File: config.mk
export PLATFORM = sky130hd
export DESIGN_NAME = population_mean_variance_sdev
export DESIGN_NICKNAME = d
export VERILOG_FILES = /design/src/rtl/pmv_pkg.sv /design/src/rtl/pmv_div.sv /design/src/rtl/pmv_dp.sv /design/src/rtl/pmv_ctrl.sv /design/src/rtl/population_mean_variance_sdev.sv
export SDC_FILE = /design/constraint.sdc
export NUM_CORES = 2
export LEC_CHECK = 0
export BUFFER_PORTS_ARGS = -buffer_cell sky130_fd_sc_hd__buf_2
export CAP_MARGIN = 20
export CELL_PAD_IN_SITES_DETAIL_PLACEMENT = 0
export CELL_PAD_IN_SITES_GLOBAL_PLACEMENT = 1
export CORE_MARGIN = 2
export CORE_UTILIZATION = 40
export DETAILED_ROUTE_END_ITERATION = 16
export PLACE_DENSITY = 0.7
export SLEW_MARGIN = 10
export SYNTH_ARGS = -nofsm -noshare
export SYNTH_HDL_FRONTEND = slang
export SYNTH_SLANG_ARGS = --single-unit
File: constraint.sdc
create_clock -name clk -period 28.2 [get_ports clk]
set_clock_uncertainty 0.2 [all_clocks]
set_input_delay 1.41 -clock clk [delete_from_list [all_inputs] [get_ports clk]]
set_output_delay 1.41 -clock clk [all_outputs]
set_load 0.005 [all_outputs]
File: src/rtl/pmv_pkg.sv
// Shared types and constants for the population statistics block.
package pmv_pkg;

	localparam int SUM_W = 32;
	localparam int SQ_W  = 47;
	localparam int VAR_W = 31;
	localparam int OUT_W = 16;
	localparam int CNT_OUT_W = 17;
	localparam int DIV_W = 64;
	localparam logic [VAR_W-1:0] VAR_MAX = {VAR_W{1'b1}};

	typedef enum logic [3:0] {
		ST_ACC,
		ST_MEAN_GO,
		ST_MEAN_WAIT,
		ST_SQ,
		ST_NEED_GO,
		ST_NEED_WAIT,
		ST_VAR_GO,
		ST_VAR_WAIT,
		ST_ROOT_INIT,
		ST_ROOT,
		ST_OUT
	} state_t;

	typedef enum logic [1:0] {
		OP_MEAN,
		OP_NEED,
		OP_VAR
	} div_op_t;

	typedef struct packed {
		logic    acc;
		logic    div_start;
		logic    div_cap;
		div_op_t div_op;
		logic    sq_mul;
		logic    root_init;
		logic    root_step;
		logic    load_out;
	} cmd_t;

	typedef struct packed {
		logic div_done;
		logic root_last;
		logic out_busy;
	} status_t;

endpackage

File: src/rtl/pmv_div.sv
// Restoring divider that produces one quotient bit per cycle.
module pmv_div #(
	parameter int CW = 17
) (
	input  logic                   clk,
	input  logic                   arst_n,
	input  logic                   start,
	input  logic [pmv_pkg::DIV_W-1:0] dividend,
	input  logic [CW-1:0]          divisor,
	output logic [pmv_pkg::DIV_W-1:0] quot,
	output logic [CW-1:0]          rem,
	output logic                   done
);
	import pmv_pkg::*;

	logic              busy_q;
	logic              done_q;
	logic [5:0]        cnt_q;
	logic [DIV_W-1:0]  dq_q;
	logic [CW-1:0]     rem_q;
	logic [CW-1:0]     dvs_q;
	logic [CW:0]       r2;
	logic [CW:0]       diff;
	logic              ge;

	assign r2   = {rem_q, dq_q[DIV_W-1]};
	assign ge   = r2 >= {1'b0, dvs_q};
	assign diff = r2 - {1'b0, dvs_q};

	always_ff @(posedge clk or negedge arst_n) begin
		if (!arst_n) begin
			busy_q <= 1'b0;
			done_q <= 1'b0;
			cnt_q  <= '0;
		end else begin
			done_q <= 1'b0;
			if (start) begin
				busy_q <= 1'b1;
				cnt_q  <= '0;
			end else if (busy_q) begin
				cnt_q <= cnt_q + 6'd1;
				if (cnt_q == 6'd63) begin
					busy_q <= 1'b0;
					done_q <= 1'b1;
				end
			end
		end
	end

	always_ff @(posedge clk) begin
		if (start) begin
			dq_q  <= dividend;
			rem_q <= '0;
			dvs_q <= divisor;
		end else if (busy_q) begin
			dq_q  <= {dq_q[DIV_W-2:0], ge};
			rem_q <= ge ? diff[CW-1:0] : r2[CW-1:0];
		end
	end

	assign quot = dq_q;
	assign rem  = rem_q;
	assign done = done_q;

endmodule

File: src/rtl/pmv_dp.sv
// Datapath: accumulators, working registers, divider, square root and output register.
module pmv_dp #(
	parameter int MAX_COUNT    = 65536,
	parameter int SAMPLE_WIDTH = 16,
	parameter int CW           = 17
) (
	input  logic                        clk,
	input  logic                        arst_n,
	input  pmv_pkg::cmd_t               cmd,
	output pmv_pkg::status_t            status,
	input  logic [SAMPLE_WIDTH-1:0]     sample,
	input  logic                        last_sample,
	output logic                        result_valid,
	input  logic                        result_stall,
	output logic [pmv_pkg::OUT_W-1:0]   mean_value,
	output logic [pmv_pkg::VAR_W-1:0]   variance_value,
	output logic [pmv_pkg::OUT_W-1:0]   std_deviation,
	output logic [pmv_pkg::CNT_OUT_W-1:0] sample_count,
	output logic                        too_many
);
	import pmv_pkg::*;

	logic [CW-1:0]        count_q;
	logic [SUM_W-1:0]     sum_q;
	logic [SQ_W-1:0]      sqsum_q;
	logic                 ovf_q;

	logic signed [SUM_W-1:0] xs;
	logic signed [63:0]   xsq;
	logic                 room;
	logic [CW-1:0]        count_n;
	logic [SUM_W-1:0]     sum_n;
	logic [SQ_W-1:0]      sqsum_n;
	logic                 ovf_n;

	logic [CW-1:0]        n_q;
	logic [SUM_W-1:0]     s_q;
	logic [SQ_W-1:0]      ssq_q;
	logic                 ovw_q;
	logic [DIV_W-1:0]     sq2_q;
	logic [DIV_W-1:0]     need_q;
	logic [OUT_W-1:0]     mean_q;
	logic [VAR_W-1:0]     var_q;
	logic [OUT_W-1:0]     root_q;
	logic [3:0]           bit_q;

	logic                 neg;
	logic [SUM_W-1:0]     mag;
	logic [DIV_W-1:0]     dividend;
	logic [DIV_W-1:0]     quot;
	logic [CW-1:0]        rem;
	logic [DIV_W-1:0]     ssq_ext;
	logic [OUT_W-1:0]     trial;
	logic [2*OUT_W-1:0]   trial_sq;

	logic                 out_valid_q;
	logic [OUT_W-1:0]     mean_out_q;
	logic [VAR_W-1:0]     var_out_q;
	logic [OUT_W-1:0]     sd_out_q;
	logic [CNT_OUT_W-1:0] cnt_out_q;
	logic                 tm_out_q;

	always_comb begin
		xs      = SUM_W'(signed'(sample));
		xsq     = 64'(xs) * 64'(xs);
		room    = count_q < CW'(MAX_COUNT);
		count_n = room ? count_q + CW'(1) : count_q;
		sum_n   = room ? sum_q + xs : sum_q;
		sqsum_n = room ? sqsum_q + xsq[SQ_W-1:0] : sqsum_q;
		ovf_n   = ovf_q | ~room;
	end

	always_ff @(posedge clk or negedge arst_n) begin
		if (!arst_n) begin
			count_q <= '0;
			sum_q   <= '0;
			sqsum_q <= '0;
			ovf_q   <= 1'b0;
		end else if (cmd.acc) begin
			if (last_sample) begin
				count_q <= '0;
				sum_q   <= '0;
				sqsum_q <= '0;
				ovf_q   <= 1'b0;
			end else begin
				count_q <= count_n;
				sum_q   <= sum_n;
				sqsum_q <= sqsum_n;
				ovf_q   <= ovf_n;
			end
		end
	end

	assign neg     = s_q[SUM_W-1];
	assign mag     = neg ? -s_q : s_q;
	assign ssq_ext = DIV_W'(ssq_q);

	always_comb begin
		case (cmd.div_op)
			OP_MEAN: dividend = DIV_W'(mag);
			OP_NEED: dividend = sq2_q;
			OP_VAR:  dividend = (ssq_ext >= need_q) ? ssq_ext - need_q : '0;
			default: dividend = '0;
		endcase
	end

	pmv_div #(.CW(CW)) u_div (
		.clk      (clk),
		.arst_n   (arst_n),
		.start    (cmd.div_start),
		.dividend (dividend),
		.divisor  (n_q),
		.quot     (quot),
		.rem      (rem),
		.done     (status.div_done)
	);

	assign trial    = root_q | (OUT_W'(1) << bit_q);
	assign trial_sq = trial * trial;

	always_ff @(posedge clk) begin
		if (cmd.acc && last_sample) begin
			n_q   <= count_n;
			s_q   <= sum_n;
			ssq_q <= sqsum_n;
			ovw_q <= ovf_n;
		end
		if (cmd.sq_mul) begin
			sq2_q <= DIV_W'(mag) * DIV_W'(mag);
		end
		if (cmd.div_cap) begin
			case (cmd.div_op)
				OP_MEAN: mean_q <= neg ? -quot[OUT_W-1:0] : quot[OUT_W-1:0];
				OP_NEED: need_q <= quot + DIV_W'(rem != '0);
				OP_VAR:  var_q  <= (quot > DIV_W'(VAR_MAX)) ? VAR_MAX : quot[VAR_W-1:0];
				default: ;
			endcase
		end
		if (cmd.root_init) begin
			root_q <= '0;
			bit_q  <= 4'd15;
		end else if (cmd.root_step) begin
			if (trial_sq <= (2*OUT_W)'(var_q)) begin
				root_q <= trial;
			end
			bit_q <= bit_q - 4'd1;
		end
		if (cmd.load_out) begin
			mean_out_q <= mean_q;
			var_out_q  <= var_q;
			sd_out_q   <= root_q;
			cnt_out_q  <= CNT_OUT_W'(n_q);
			tm_out_q   <= ovw_q;
		end
	end

	always_ff @(posedge clk or negedge arst_n) begin
		if (!arst_n) begin
			out_valid_q <= 1'b0;
		end else if (cmd.load_out) begin
			out_valid_q <= 1'b1;
		end else if (!result_stall) begin
			out_valid_q <= 1'b0;
		end
	end

	assign status.root_last = bit_q == 4'd0;
	assign status.out_busy  = out_valid_q & result_stall;

	assign result_valid   = out_valid_q;
	assign mean_value     = mean_out_q;
	assign variance_value = var_out_q;
	assign std_deviation  = sd_out_q;
	assign sample_count   = cnt_out_q;
	assign too_many       = tm_out_q;

endmodule

File: src/rtl/pmv_ctrl.sv
// Controller state machine that sequences accumulation and the final computation.
module pmv_ctrl (
	input  logic              clk,
	input  logic              arst_n,
	input  logic              sample_valid,
	input  logic              last_sample,
	output logic              sample_stall,
	input  pmv_pkg::status_t  status,
	output pmv_pkg::cmd_t     cmd
);
	import pmv_pkg::*;

	state_t state_q;
	state_t state_n;

	always_ff @(posedge clk or negedge arst_n) begin
		if (!arst_n) begin
			state_q <= ST_ACC;
		end else begin
			state_q <= state_n;
		end
	end

	always_comb begin
		state_n = state_q;
		case (state_q)
			ST_ACC: begin
				if (sample_valid && last_sample) state_n = ST_MEAN_GO;
			end
			ST_MEAN_GO:   state_n = ST_MEAN_WAIT;
			ST_MEAN_WAIT: begin
				if (status.div_done) state_n = ST_SQ;
			end
			ST_SQ:        state_n = ST_NEED_GO;
			ST_NEED_GO:   state_n = ST_NEED_WAIT;
			ST_NEED_WAIT: begin
				if (status.div_done) state_n = ST_VAR_GO;
			end
			ST_VAR_GO:    state_n = ST_VAR_WAIT;
			ST_VAR_WAIT: begin
				if (status.div_done) state_n = ST_ROOT_INIT;
			end
			ST_ROOT_INIT: state_n = ST_ROOT;
			ST_ROOT: begin
				if (status.root_last) state_n = ST_OUT;
			end
			ST_OUT: begin
				if (!status.out_busy) state_n = ST_ACC;
			end
			default:      state_n = ST_ACC;
		endcase
	end

	always_comb begin
		cmd          = '0;
		cmd.div_op   = OP_MEAN;
		sample_stall = state_q != ST_ACC;
		case (state_q)
			ST_ACC:       cmd.acc = sample_valid;
			ST_MEAN_GO:   cmd.div_start = 1'b1;
			ST_MEAN_WAIT: cmd.div_cap = status.div_done;
			ST_SQ:        cmd.sq_mul = 1'b1;
			ST_NEED_GO: begin
				cmd.div_op    = OP_NEED;
				cmd.div_start = 1'b1;
			end
			ST_NEED_WAIT: begin
				cmd.div_op  = OP_NEED;
				cmd.div_cap = status.div_done;
			end
			ST_VAR_GO: begin
				cmd.div_op    = OP_VAR;
				cmd.div_start = 1'b1;
			end
			ST_VAR_WAIT: begin
				cmd.div_op  = OP_VAR;
				cmd.div_cap = status.div_done;
			end
			ST_ROOT_INIT: cmd.root_init = 1'b1;
			ST_ROOT:      cmd.root_step = 1'b1;
			ST_OUT:       cmd.load_out = !status.out_busy;
			default:      cmd = '0;
		endcase
	end

endmodule

File: src/rtl/population_mean_variance_sdev.sv
// Top level of the population mean, variance and standard deviation block.
// Samples are taken one per cycle while a stream accumulates. After the word
// marked last, the input is stalled while a shared 64-step divider runs
// three times (mean, rounded-up square of the sum over n, and variance) and
// a 16-step root search finds the standard deviation; a finished result then
// sits in the output register while the next stream accumulates.
module population_mean_variance_sdev #(
	parameter int MAX_COUNT    = 65536,
	parameter int SAMPLE_WIDTH = 16
) (
	input  logic                          clk,
	input  logic                          arst_n,
	input  logic                          sample_valid,
	output logic                          sample_stall,
	input  logic [SAMPLE_WIDTH-1:0]       sample,
	input  logic                          last_sample,
	output logic                          result_valid,
	input  logic                          result_stall,
	output logic [pmv_pkg::OUT_W-1:0]     mean_value,
	output logic [pmv_pkg::VAR_W-1:0]     variance_value,
	output logic [pmv_pkg::OUT_W-1:0]     std_deviation,
	output logic [pmv_pkg::CNT_OUT_W-1:0] sample_count,
	output logic                          too_many
);
	import pmv_pkg::*;

	localparam int CW = $clog2(MAX_COUNT + 1);

	cmd_t    cmd;
	status_t status;

	pmv_ctrl u_ctrl (
		.clk          (clk),
		.arst_n       (arst_n),
		.sample_valid (sample_valid),
		.last_sample  (last_sample),
		.sample_stall (sample_stall),
		.status       (status),
		.cmd          (cmd)
	);

	pmv_dp #(
		.MAX_COUNT    (MAX_COUNT),
		.SAMPLE_WIDTH (SAMPLE_WIDTH),
		.CW           (CW)
	) u_dp (
		.clk            (clk),
		.arst_n         (arst_n),
		.cmd            (cmd),
		.status         (status),
		.sample         (sample),
		.last_sample    (last_sample),
		.result_valid   (result_valid),
		.result_stall   (result_stall),
		.mean_value     (mean_value),
		.variance_value (variance_value),
		.std_deviation  (std_deviation),
		.sample_count   (sample_count),
		.too_many       (too_many)
	);

endmodule

Yosys cells after proc, flatten, opt, wreduce, memory -nomap -nowiden. Index checks and enable logic that the tools add are counted.

Register bits after elaboration: 581. Latch bits: 0. Memory bits (writable): 0. Memory bits (read-only): 0. Input bits: 21. Output and inout port bits: 83. Word-level logic and storage cells: 127. Memories: 0.

Add/subtract/negate cells: 10. Multiply operators: 3. Div/mod/pow operators: 0. Magnitude comparators: 5. Eq/ne operators: 20. Shift-type cells: 1. Muxes and demuxes: 39. Bitwise logic cells: 4. Reductions and logical operators: 18.

Operator list (count): $mux W64 (3); $pmux W64 S3 (1); $mux W32 (3); $mux W47 (2); $add A64 B1 Y64 (1); $ge A47 B64 Y1 (1); $gt A64 B31 Y1 const B (1); $mul A16 B16 Y32 (2); $mul A32 B32 Y64 (1); $sub A47 B64 Y64 (1); $mux W17 (3); $add A47 B47 Y47 (1); $pmux W4 S11 (1); $add A32 B32 Y32 (1); $le A32 B31 Y1 (1); $neg A32 Y32 (1); $mux W4 (6); $ge A18 B17 Y1 (1); $add A17 B1 Y17 const B (1); $lt A17 B17 Y1 const B (1); $reduce_bool A17 Y1 (1); $sub A17 B17 Y17 (1); $eq A4 B3 Y1 const B (4); $mux W1 (16); 29 further kinds (45).

Logic depth before layout (Yosys ltp).
Depth in word-level cells: 6. Depth in mapped cells: 43. Gate-level depth less buffers: 39.

By module. A second synthesis with hierarchy kept.

Cell total of the unflattened synthesis: 7859. Area, all modules: 76399.5 um^2.

By module, submodules not included: pmv_dp (times used 1, cells each 7408, area each 70730.3 um^2); pmv_div (times used 1, cells each 403, area each 5263.8 um^2); pmv_ctrl (times used 1, cells each 48, area each 405.4 um^2).

Least setup slack after synthesis. No wires, ideal clock.

Kind: register to register. Start: reg u_dp.s_q[0]. End: reg u_dp.sq2_q[59], data pin. Arrival time: 10.099 ns. Required time: 27.737 ns. Setup slack: 17.638 ns. Cell stages (with the launch flop): 40. Path buffers: 4. Cells stage by stage: edfxtp_1 > inv_1 > clkbuf_1 > clkbuf_1 > ha_1 > nand2b_1 > or3_4 > nand2b_1 > or2_1 > or3_4 > o31ai_1 > xnor2_1 > clkinv_1 > clkbuf_1 > nor2_1 > fa_1 > inv_1 > fa_1 > [... 4 more ...] > fa_1 > fa_1 > inv_1 > fa_1 > inv_1 > ha_1 > clkbuf_1 > nand2_1 > nor2_1 > a211oi_1 > o311ai_1 > a221o_1 > o31a_1 > a21o_1 > a311oi_1 > o21ai_0 > a21oi_1 > xnor2_1.

Longest elaborated chain between the ends: 3.

Ends and longest elaborated chain: from (decl) (line pmv_dp.sv:37) `logic [SUM_W-1:0] s_q;`; from (signal assigned) (line pmv_dp.sv:124) `s_q <= sum_n;`; $neg A32 Y32 (line pmv_dp.sv:95) `assign mag = neg ? -s_q : s_q;`; $mux W32 * (line pmv_dp.sv:95); $mul A32 B32 Y64 * (line pmv_dp.sv:129) `sq2_q <= DIV_W'(mag) * DIV_W'(mag);`; to (signal assigned) (line pmv_dp.sv:129); to (decl) (line pmv_dp.sv:40) `logic [DIV_W-1:0] sq2_q;`.

Every way passes the cells marked *; elsewhere a longest branch is shown, timed or not. A chain may end at the register's enable or synchronous reset.

Final worst setup path.
Start: reg u_dp.s_q[0]. End: reg u_dp.sq2_q[63], data pin.

Same word-level chain as after synthesis.

==> reports/summary.txt <==
Total vias in the final route: 54400
Proportion of synthesized chip area in sequential cells: 0.217
Total number of yosys warnings: 0
Max stage delay cell, worst path: sky130_fd_sc_hd__edfxtp_1
Total CTS buffers: 67
Max Cap Viol: 0
Data arrival at the endpoint of the critical path: 12040 ps
Antenna violations before repair: 8
Asr flop ratio synth: 0.190
Max frequency: 84.5 MHz
Slew @ Worst Pin: 1210 ps
Non-filler instance count after layout: 10500
Post-Synth XOR/XNOR Area: 0.0467
Crit path largest cell delay: 760 ps
Required @ worst endpoint: 28400 ps
Initial Util: 0.401
Count of state elements after synthesis: 580
Gate Count Post-Synth: 7894
Core Footprint: 190000 µm²
Category of the most critical setup path: flop to flop
Routed wire per std cell: 20.6 µm
Post-DR vias/cell: 5.19
Synth Cell Area: 76100 µm²
Post-CTS setup-driven buffer insertion count: 0
Area share of fa/ha/maj cells after synthesis: 0.421
Share of synthesized area spent on multiplexers: 0.00421
Area added between synthesis and finish: 8.12%
Leading cell types by total area after synthesis: sky130_fd_sc_hd__fa_1 (32%), sky130_fd_sc_hd__edfxtp_1 (17%), sky130_fd_sc_hd__ha_1 (10%), sky130_fd_sc_hd__inv_1 (8.2%), sky130_fd_sc_hd__nand2_1 (3.7%)
Number of cells after detailed placement: 10400
Wire length on met2: 99.3 mm
Final period utilization: 0.420
Pin count of the biggest net entering global routing: 84
Global placer's final weighted congestion: 0.894
Met3 Wirelength: 13.3 mm
Net count of the finished layout: 9769
Clk Latency, worst-skew pair: 660 ps
Vertical die dimension: 440 µm
Number of distinct standard cells referenced by the synthesized netlist: 97
CP most frequent cell: sky130_fd_sc_hd__fa_1
Drt total wl: 216 mm
Headroom to the max-slew limit: 0.196
Max Root-Sink Buffers: 3
Detailed placer's ending HPWL: 169 mm
Starting DRT DRC Count: 3884
Wire length of the first global-routing pass: 341 mm
Port Buf Inserts: 103
Pre-antenna DRT Iters: 6
Setup repair after global routing missed its margin: no
Remaining antenna violation count after routing: 0
Library cell occupying the most area in the post-synthesis netlist: sky130_fd_sc_hd__fa_1
Depth of the worst register-to-register path: 35
Share of the synthesized area in the top cell type: 0.318
I/O Pins: 104
Resized Gates After CTS: 0
DRC violation count after routing: 0
Number of cells on the worst hold path: 0
Number of enable flip-flop cells after synthesis: 433
Chip Width: 440 µm
Startpoint type of the worst setup path: flop
Global route total overflow: 0
Clock sink count: 580
Area fraction in compound gates after synthesis: 0.101
Final setup violation count: 0
Crit path max fanout: 18
Vias in the first global route: 57600
Top metal layer carrying routed signals: met4
Run status: completed
Share of final-layout standard cells stronger than drive strength 1: 0.0535
Total count of hold-check failures in the final report: 0
Final-layout setup total negative slack: 0 ps
GR Util All Layers: 0.229
Avg Cell Area, Syn: 9.64 µm²
Type of the tightest min-delay check: flop to flop
Row Count: 160
Worst setup EP type: flop
Die Area: 194000 µm²
Metal-1 WL: 96.1 mm
CTS H-Tree Depth: 3
Minimum clock period after layout: 11840 ps
Main combinational cell family by area after synthesis: adder cells
Post-synthesis share of cell area spent on and, or, nand and nor gates: 0.112
Clock slew at the register clock pins of the worst setup and hold paths: 60 ps
Commonest register cell after synthesis: sky130_fd_sc_hd__edfxtp_1
Count of final max-slew check failures: 0
CTS Root Cell: sky130_fd_sc_hd__clkbuf_16
TritonCTS clock tree: done
CTS Hold Bufs: 0
## per-layer routing
| metal | vias up | GRT usage |
|---|---|---|
| li1 | 25200 | - |
| met1 | 27400 | 0.322 |
| met2 | 1576 | 0.369 |
| met3 | 297 | 0.0312 |
| met4 | 0 | 0.0682 |
| met5 | - | 0 |
## synthesized netlist by cell type, drive strengths merged, types with 50 or more instances
library cell / count
dfrtp: 110
fa: 1208
nor2: 553
nand3: 86
nand4: 69
xnor2: 273
nand2: 748
and3: 58
a21o: 169
o21ai: 318
xor2: 127
edfxtp: 433
ha: 629
a21oi: 318
and2: 65
clkbuf: 252
nor3: 50
inv: 1674
nand2b: 75
## through the flow
step           cell area (µm²)  hold WS (ps)   util  setup WS (ps)
3_3_place_gp             79700           203  0.421          16710
4_1_cts                  82200           218  0.434          16530
2_1_floorplan            76200           200      -          17640
5_1_grt                  82200           221  0.434          15900
6_report                 82200           217  0.434          16360
3_5_place_dp             79800           205  0.421          16580
## placed cells by master, fill, tap and decap left out, drive strengths merged, types with 16 or more instances in the layout
cell type / netlist / routed
a22o: 47 / 47
o21ai: 318 / 318
nand3b: 24 / 24
a211oi: 34 / 34
conb: 2 / 27
dfrtp: 110 / 110
or3: 27 / 27
mux2i: 23 / 23
dfxtp: 37 / 37
o21a: 37 / 37
ha: 629 / 629
buf: 28 / 203
and3: 58 / 58
xnor2: 273 / 273
nor4: 25 / 25
clkinv: 11 / 28
fa: 1208 / 1208
a32o: 16 / 16
and2: 65 / 65
a21o: 169 / 169
inv: 1674 / 1678
o211ai: 17 / 17
nand2b: 75 / 75
nand2: 748 / 748
o31ai: 29 / 29
or2: 19 / 19
nor2b: 42 / 42
nor3: 50 / 50
a221oi: 26 / 26
clkbuf: 252 / 86
nand4: 69 / 69
edfxtp: 433 / 433
nor2: 553 / 553
nand3: 86 / 86
a21oi: 318 / 318
a31oi: 33 / 33
o21bai: 42 / 42
xor2: 127 / 127
## sequential cells by signal (all words and copies together), names as in the netlist, 31 cells and up
name	flops
u_dp.need_q	64
u_dp.u_div.quot	64
u_dp.variance_value	31
u_dp.var_q	31
u_dp.ssq_q	47
u_dp.s_q	32
u_dp.sq2_q	63
u_dp.sum_q	32
u_dp.sqsum_q	47
## logic make-up after synthesis
group                    Yosys count
buffers and inverters           1965
flip-flops                       580
AND/OR/NAND/NOR                 1878
XOR/XNOR                         400
other                              2
multiplexers                      31
adder cells (fa/ha/maj)         1837
AO/OA/AOI/OAI                   1201
## worst paths after layout
path | startpoint | to | slack (ps)
worst max-delay path | u_dp.s_q[0] | u_dp.sq2_q[63] | 16360
worst min-delay path | u_dp.mean_q[0] | u_dp.mean_value[0] | 220
worst max register to register | u_dp.s_q[0] | u_dp.sq2_q[63] | 16360
worst min register to register | u_dp.mean_q[0] | u_dp.mean_value[0] | 220
max in group asynchronous | arst_n | u_dp.sum_q[23] | 25750
min in group asynchronous | arst_n | u_dp.result_valid | 640
## layout make-up
| cell class | count | area [µm²] |
|---|---|---|
| antenna | 3 | 7.51 |
| tap | 2511 | 3140 |
| fill | 18200 | 107000 |
| timing repair buffer | 203 | 1270 |
| inverter | 1685 | 6320 |
| clock inverter | 37 | 623 |
| sequential | 580 | 16500 |
| multi-input combinational | 5374 | 52500 |
| clock buffer | 86 | 1840 |
## worst max-delay path, delay by kind of cell (launching register included)
family / cells / cell delay (ps)
AND/OR/NAND/NOR: 11 / 2660
XOR/XNOR: 2 / 250
buffers and inverters: 6 / 1080
flip-flops: 1 / 760
adder cells (fa/ha/maj): 10 / 4650
AO/OA/AOI/OAI: 6 / 1970
Power is not shown: default switching activity piles up to over one toggle a cycle in this logic, so the estimate is an artifact.
